`config.mk`:
```
export PLATFORM = sky130hd
export DESIGN_NAME = sspg_scale
export DESIGN_NICKNAME = d
export VERILOG_FILES = /design/src/rtl/sspg_pkg.sv /design/src/rtl/sspg_scale.sv
export SDC_FILE = /design/constraint.sdc
export NUM_CORES = 1
export LEC_CHECK = 0
export ABC_AREA = 1
export BUFFER_PORTS_ARGS = -buffer_cell sky130_fd_sc_hd__buf_2
export CAP_MARGIN = 20
export CORE_MARGIN = 4
export CORE_UTILIZATION = 52
export CTS_CLUSTER_DIAMETER = 40
export DETAILED_ROUTE_END_ITERATION = 16
export PLACE_DENSITY_LB_ADDON = 0.05
export SLEW_MARGIN = 20
export SYNTH_ARGS = -nofsm -noshare
export SYNTH_HDL_FRONTEND = slang
export SYNTH_SLANG_ARGS = --single-unit
```
`constraint.sdc`:
```
create_clock -name clk -period 12.5 [get_ports clk]
set_clock_uncertainty 0.1 [all_clocks]
set_input_delay 3.125 -clock clk [delete_from_list [all_inputs] [get_ports clk]]
set_output_delay 3.125 -clock clk [all_outputs]
set_load 0.03 [all_outputs]
```
`src/rtl/sspg_pkg.sv`:
```
// Shared types, fixed-point constants and the rounding helper for the
// scaled sin(pi*d)/pi sample generator. No dependencies.
`default_nettype none

package sspg_pkg;

  localparam int unsigned TIME_W = 32;
  localparam int unsigned FREQ_W = 32;
  localparam int unsigned AMP_W  = 16;
  localparam int unsigned SMP_W  = 16;

  typedef logic signed [TIME_W-1:0] time_t;
  typedef logic signed [FREQ_W-1:0] freq_t;
  typedef logic signed [AMP_W-1:0]  amp_t;
  typedef logic signed [SMP_W-1:0]  smp_t;

  // Polynomial coefficients, rounded to the nearest Q2.30 value.
  localparam logic signed [31:0] COEF_C0 = -32'sd191327726;
  localparam logic signed [31:0] COEF_C1 =  32'sd869588499;
  localparam logic signed [31:0] COEF_C2 = -32'sd1766147568;

  // Half of one Q2.30 step after a Q2.30 by Q2.30 product.
  localparam logic signed [63:0] RND_HALF = 64'sd536870912;

  localparam logic signed [33:0] SMP_MAX = 34'sd32767;
  localparam logic signed [33:0] SMP_MIN = -34'sd32768;

  // Phase stage result: folded Q2.30 remainder, its square and the amplitude.
  typedef struct packed {
    logic signed [30:0] x;
    logic signed [29:0] s;
    amp_t               amp;
  } phase_t;

  // Polynomial stage result: Q2.30 value of sin(pi*r)/pi and the amplitude.
  typedef struct packed {
    logic signed [31:0] y;
    amp_t               amp;
  } poly_t;

  // Round half up of v / 2^30.
  function automatic logic signed [33:0] rnd30(input logic signed [63:0] v);
    logic signed [63:0] t;
    t = v + RND_HALF;
    return t[63:30];
  endfunction

endpackage

`default_nettype wire

```
`src/rtl/sspg_scale.sv`:
```
// Output stage: amplitude scaling, rounding and saturation to 16 bits into
// the output register. One register stage. Depends on sspg_pkg.
`default_nettype none

module sspg_scale (
  input  wire logic            clk,
  input  wire logic            rst_n,
  input  wire logic            in_valid,
  output logic                 in_ready,
  input  wire sspg_pkg::poly_t in_data,
  output logic                 out_valid,
  input  wire logic            out_ready,
  output sspg_pkg::smp_t       out_sample
);
  import sspg_pkg::*;

  logic               f_valid_r;
  smp_t               f_smp_r;
  smp_t               f_smp_nxt;
  logic signed [63:0] f_p;
  logic signed [33:0] f_t;

  assign in_ready = !f_valid_r || out_ready;

  always_comb begin
    f_p = in_data.amp * in_data.y;
    f_t = rnd30(f_p);
    if (f_t > SMP_MAX) begin
      f_smp_nxt = SMP_W'(SMP_MAX);
    end else if (f_t < SMP_MIN) begin
      f_smp_nxt = SMP_W'(SMP_MIN);
    end else begin
      f_smp_nxt = f_t[SMP_W-1:0];
    end
  end

  always_ff @(posedge clk) begin
    if (!rst_n) begin
      f_valid_r <= 1'b0;
    end else if (in_ready) begin
      f_valid_r <= in_valid;
    end
  end

  always_ff @(posedge clk) begin
    if (in_ready && in_valid) begin
      f_smp_r <= f_smp_nxt;
    end
  end

  assign out_valid  = f_valid_r;
  assign out_sample = f_smp_r;

endmodule

`default_nettype wire
```
## Word-level counts from Yosys, hierarchy flattened

Index checks and enable logic that the tools add are counted.

- Bits in registers: 17
- Input port bits: 52
- Output and inout port bits: 18

- $add $sub $neg: 1
- Multiply operators: 1
- $lt $le $gt $ge: 2
- Muxes and demuxes: 1
- Reduce and logical (&&, ||, !) cells: 3

Operator list:

| operator | count |
|---|---|
| $add A48 B31 Y49 const B | 1 |
| $mul A16 B32 Y48 | 1 |
| $gt A19 B16 Y1 const B | 1 |
| $lt A19 B16 Y1 const B | 1 |
| $mux W16 | 1 |
| $logic_and A1 B1 Y1 | 1 |
| $logic_not A1 Y1 | 1 |
| $logic_or A1 B1 Y1 | 1 |

## Longest topological paths before layout

- Depth in word-level cells: 4
- Gate-level depth with buffers: 32
- Depth with buffers taken out: 29

## Worst setup path after synthesis

Ideal clock, no wire load.

- Kind: in2reg
- From: in in_data[1] in the netlist's numbering
- To: reg f_smp_r[0] (netlist: out_sample[0]), data pin
- Library setup time: 0.252 ns
- Arrival time: 8.486 ns
- Required time: 12.148 ns
- Path slack: 3.661 ns
- Stages on the path: 26
- Buffers on the path: 2
- Cells stage by stage: clkbuf_1 nand2_1 inv_1 fa_1 inv_1 fa_1 inv_1 fa_1 inv_1 fa_1 inv_1 fa_1 fa_1 ha_1 nand2_1 nor3_1 nand2_1 nor3_1 nand2_1 nand3_1 nand2_1 nor2_1 nand2_1 nand2_2 buf_6 nand2_1

- Longest elaborated chain between the ends: 4
- Elaborated cells between the ends (all ways): 5
- Those cells by class: add/sub: 1; mul: 1; order compare: 2; mux: 1

RTL lines:

| what | RTL line | source |
|---|---|---|
| from (decl) | sspg_scale.sv:10 | `input wire sspg_pkg::poly_t in_data,` |
| $mul A16 B32 Y48 * | sspg_scale.sv:26 | `f_p = in_data.amp * in_data.y;` |
| $add A48 B31 Y49 * | sspg_pkg.sv:44 | `t = v + RND_HALF;` |
| $lt A19 B16 Y1 | sspg_scale.sv:30 | `end else if (f_t < SMP_MIN) begin` |
| $mux W16 | sspg_scale.sv:30 |  |
| to (signal assigned) | sspg_scale.sv:47 | `f_smp_r <= f_smp_nxt;` |
| to (decl) | sspg_scale.sv:18 | `smp_t f_smp_r;` |

Every way passes the cells marked *; elsewhere a longest branch is shown, timed or not.
A chain may end at the register's enable or synchronous reset.

## Final worst setup path

- From: in in_data[1] in the netlist's numbering
- To: reg f_smp_r[2] (netlist: out_sample[2]), data pin

Same word-level chain as after synthesis.

==> results.py <==
metrics = {
    "outcome": {
        "status": "complete, no violations",
    },
    "sta": {
        "min_period_ns": 9.66,
        "timing.final.crit_share": 0.773,
        "timing.setup.tns_ns": 0,
        "slew-limit-headroom": 0.389,
        "setup_viol": 0,
        "fmax_mhz": 103,
        "tightest_slew_ns": 0.917,
        "rsz0062_at_grt": "no",
        "hold_violations": 0,
        "drv_slew": 0,
    },
    "cts": {
        "cts_root_buf": "clkbuf_16",
        "cts_max_path_buffers": 2,
        "h-tree-depth": 1,
        "clkTransAtPathRegs_ns": 0.05,
        "clock-sinks": 17,
        "ctsHoldBuffers": 0,
        "cts_tree": "built",
        "cts_setup_buffers": 0,
        "clk_latency_ns": 0.25,
        "ctsResizeCount": 0,
        "numCtsBuffers": 3,
    },
    "critical_path": {
        "crit_path_start_kind": "input pin",
        "crit_arrival_ns": 9.56,
        "crit_type": "input pin to register",
        "crit_fanout": 31,
        "end_kind": "register",
        "required_ns": 12.39,
    },
    "synthesis": {
        "synth_area_mm2": 0.0197,
        "synth-adder-area-share": 0.570,
        "synth_top_family_by_area": "adder cells",
        "synth_seq_cells": 17,
        "yosysSeqAreaShare": 0.0254,
        "synth_compound_area_frac": 0.0210,
        "synth_xor_area_frac": 0.00712,
        "synth.area.top_cells": "fa_1 50%, inv_1 17%, nand2_1 15%, ha_1 7.1%, edfxtp_1 2.4%",
        "synth.net_count": 3289,
        "yosys.area.top_type": "fa_1",
        "synthFlopType": "edfxtp_1",
        "yosys_warnings": 0,
        "yosys.area.top_type_share": 0.499,
        "syn_inst": 2635,
        "ys_async_sr_fraction": 0,
        "synthMuxAreaShare": 0,
        "synth_simple_gate_area_frac": 0.189,
        "synth.distinct_cells": 30,
        "synth_edf_count": 16,
        "syn_avg_cell_area_um2": 7.47,
    },
    "placed_design": {
        "place_hpwl_um": 42700,
        "io_buffer_count": 69,
        "place.gp.congestion": 0.907,
    },
    "die": {
        "boundaryPins": 70,
        "rows": 70,
        "die_area_mm2": 0.0410,
        "die_w_um": 203,
        "start_util": 0.532,
        "design.core.area_mm2": 0.0370,
        "die_h_um": 203,
    },
    "min_path": {
        "min_path_type": "register to register",
    },
    "drt": {
        "drtAntennaViolNets": 0,
        "drtPass1Iterations": 7,
        "routed_wl_um": 50100,
        "drtIter0Drc": 700,
        "drc_errors": 0,
        "viasPerCell": 4.85,
        "wl_per_cell_um": 16.1,
        "vias": 15083,
    },
    "global_route": {
        "grt.total_usage": 0.258,
        "antenna_found_initial": 1,
        "first_global_vias": 16840,
        "grt_pass1_wl_um": 85900,
        "grt-ovfl-total": 0,
        "grt_max_degree": 34,
    },
    "finish": {
        "fin_nets": 3259,
        "drive_above_1_share": 0.0353,
        "final_common_cell": "inv_1",
        "utilization": 0.550,
        "syn_to_final_growth_pct": 3.38,
        "diodes": 0,
        "final_cell_mix": "872 x inv_1, 761 x nand2_1, 490 x fa_1, 112 x ha_1, 110 x nor2_1",
    },
    "run": {
        "max-cap-violations": 0,
    },
}
==> area by class of cell <==
class                   instances  area [um2]
fillers                      3698       16600
multi-input cells            1637       15500
inverters                     873        3280
well taps                     504         631
flip-flops and latches         17         500
repair buffers                 73         375
clock buffers                   3        75.1
clock inverters                 1        5.00
==> worst paths after layout <==
| path | start | to | slack, ns | depth (start not counted) |
|---|---|---|---|---|
| worst max-delay path | in_data[1] | out_sample[2] | 2.84 | 24 |
| worst min-delay path | out_valid | out_valid | 0.42 | 2 |
| worst max register to register | out_valid | out_sample[5] | 11.36 | 2 |
| worst min register to register | out_valid | out_valid | 0.42 | 2 |
==> synth_stat cells, drive strengths merged (11+ instances only) <==
library cell  count
nand3            30
inv             873
o21bai           12
ha              112
clkbuf          106
nand2           766
edfxtp           16
nor2            111
o21ai            11
nor3             13
a21oi            43
fa              490
==> worst max-delay path, stage by stage <==
cell     delay, ns
buf_2         0.53
nand2_1       0.21
inv_1         0.16
fa_1          0.47
inv_1         0.22
fa_1          0.53
inv_1         0.29
fa_1          0.50
fa_1          0.57
fa_1          0.43
fa_1          0.44
ha_1          0.38
a21oi_1       0.23
nor2_1        0.09
o21ai_0       0.24
nand3_1       0.18
a21oi_1       0.24
nand3_1       0.10
nand2_1       0.06
nand2_1       0.13
inv_2         0.11
nand2_4       0.11
nand2_1       0.11
nand2_1       0.06
==> routing by layer <==
layer / track usage / up-vias / part of all wire
met5: 0 / - / 0
met1: 0.343 / 7613 / 0.43
li1: - / 7149 / -
met2: 0.480 / 270 / 0.52
met3: 0.0128 / 51 / 0.035
met4: 0.0398 / 0 / 0.016
==> per-stage QoR <==
| stage | hold WS [ns] | cells | worst slack [ns] | instance area [um2] |
|---|---|---|---|---|
| 4_1_cts | 0.419 | 3108 | 2.79 | 20300 |
| 3_5_place_dp | 0.411 | 3104 | 2.55 | 20300 |
| 3_3_place_gp | 0.404 | 3104 | 2.58 | 20300 |
| 6_report | 0.415 | 3108 | 2.84 | 20300 |
| 2_1_floorplan | 0.761 | 2635 | 3.66 | 19700 |
| 5_1_grt | 0.447 | 3108 | 2.41 | 20300 |
==> kinds of logic after synthesis <==
kind of cell    count (synthesis)
fa+ha+maj                     602
compound gates                 73
simple gates                  946
xor+xnor                       16
buf+inv                       981
flops                          17
==> registers in the layout, indices dropped and copies added (netlist names) <==
name	flops
out_sample	16
out_valid	1
Power is not shown: default switching activity piles up to over one toggle a cycle in this logic, so the estimate is an artifact.
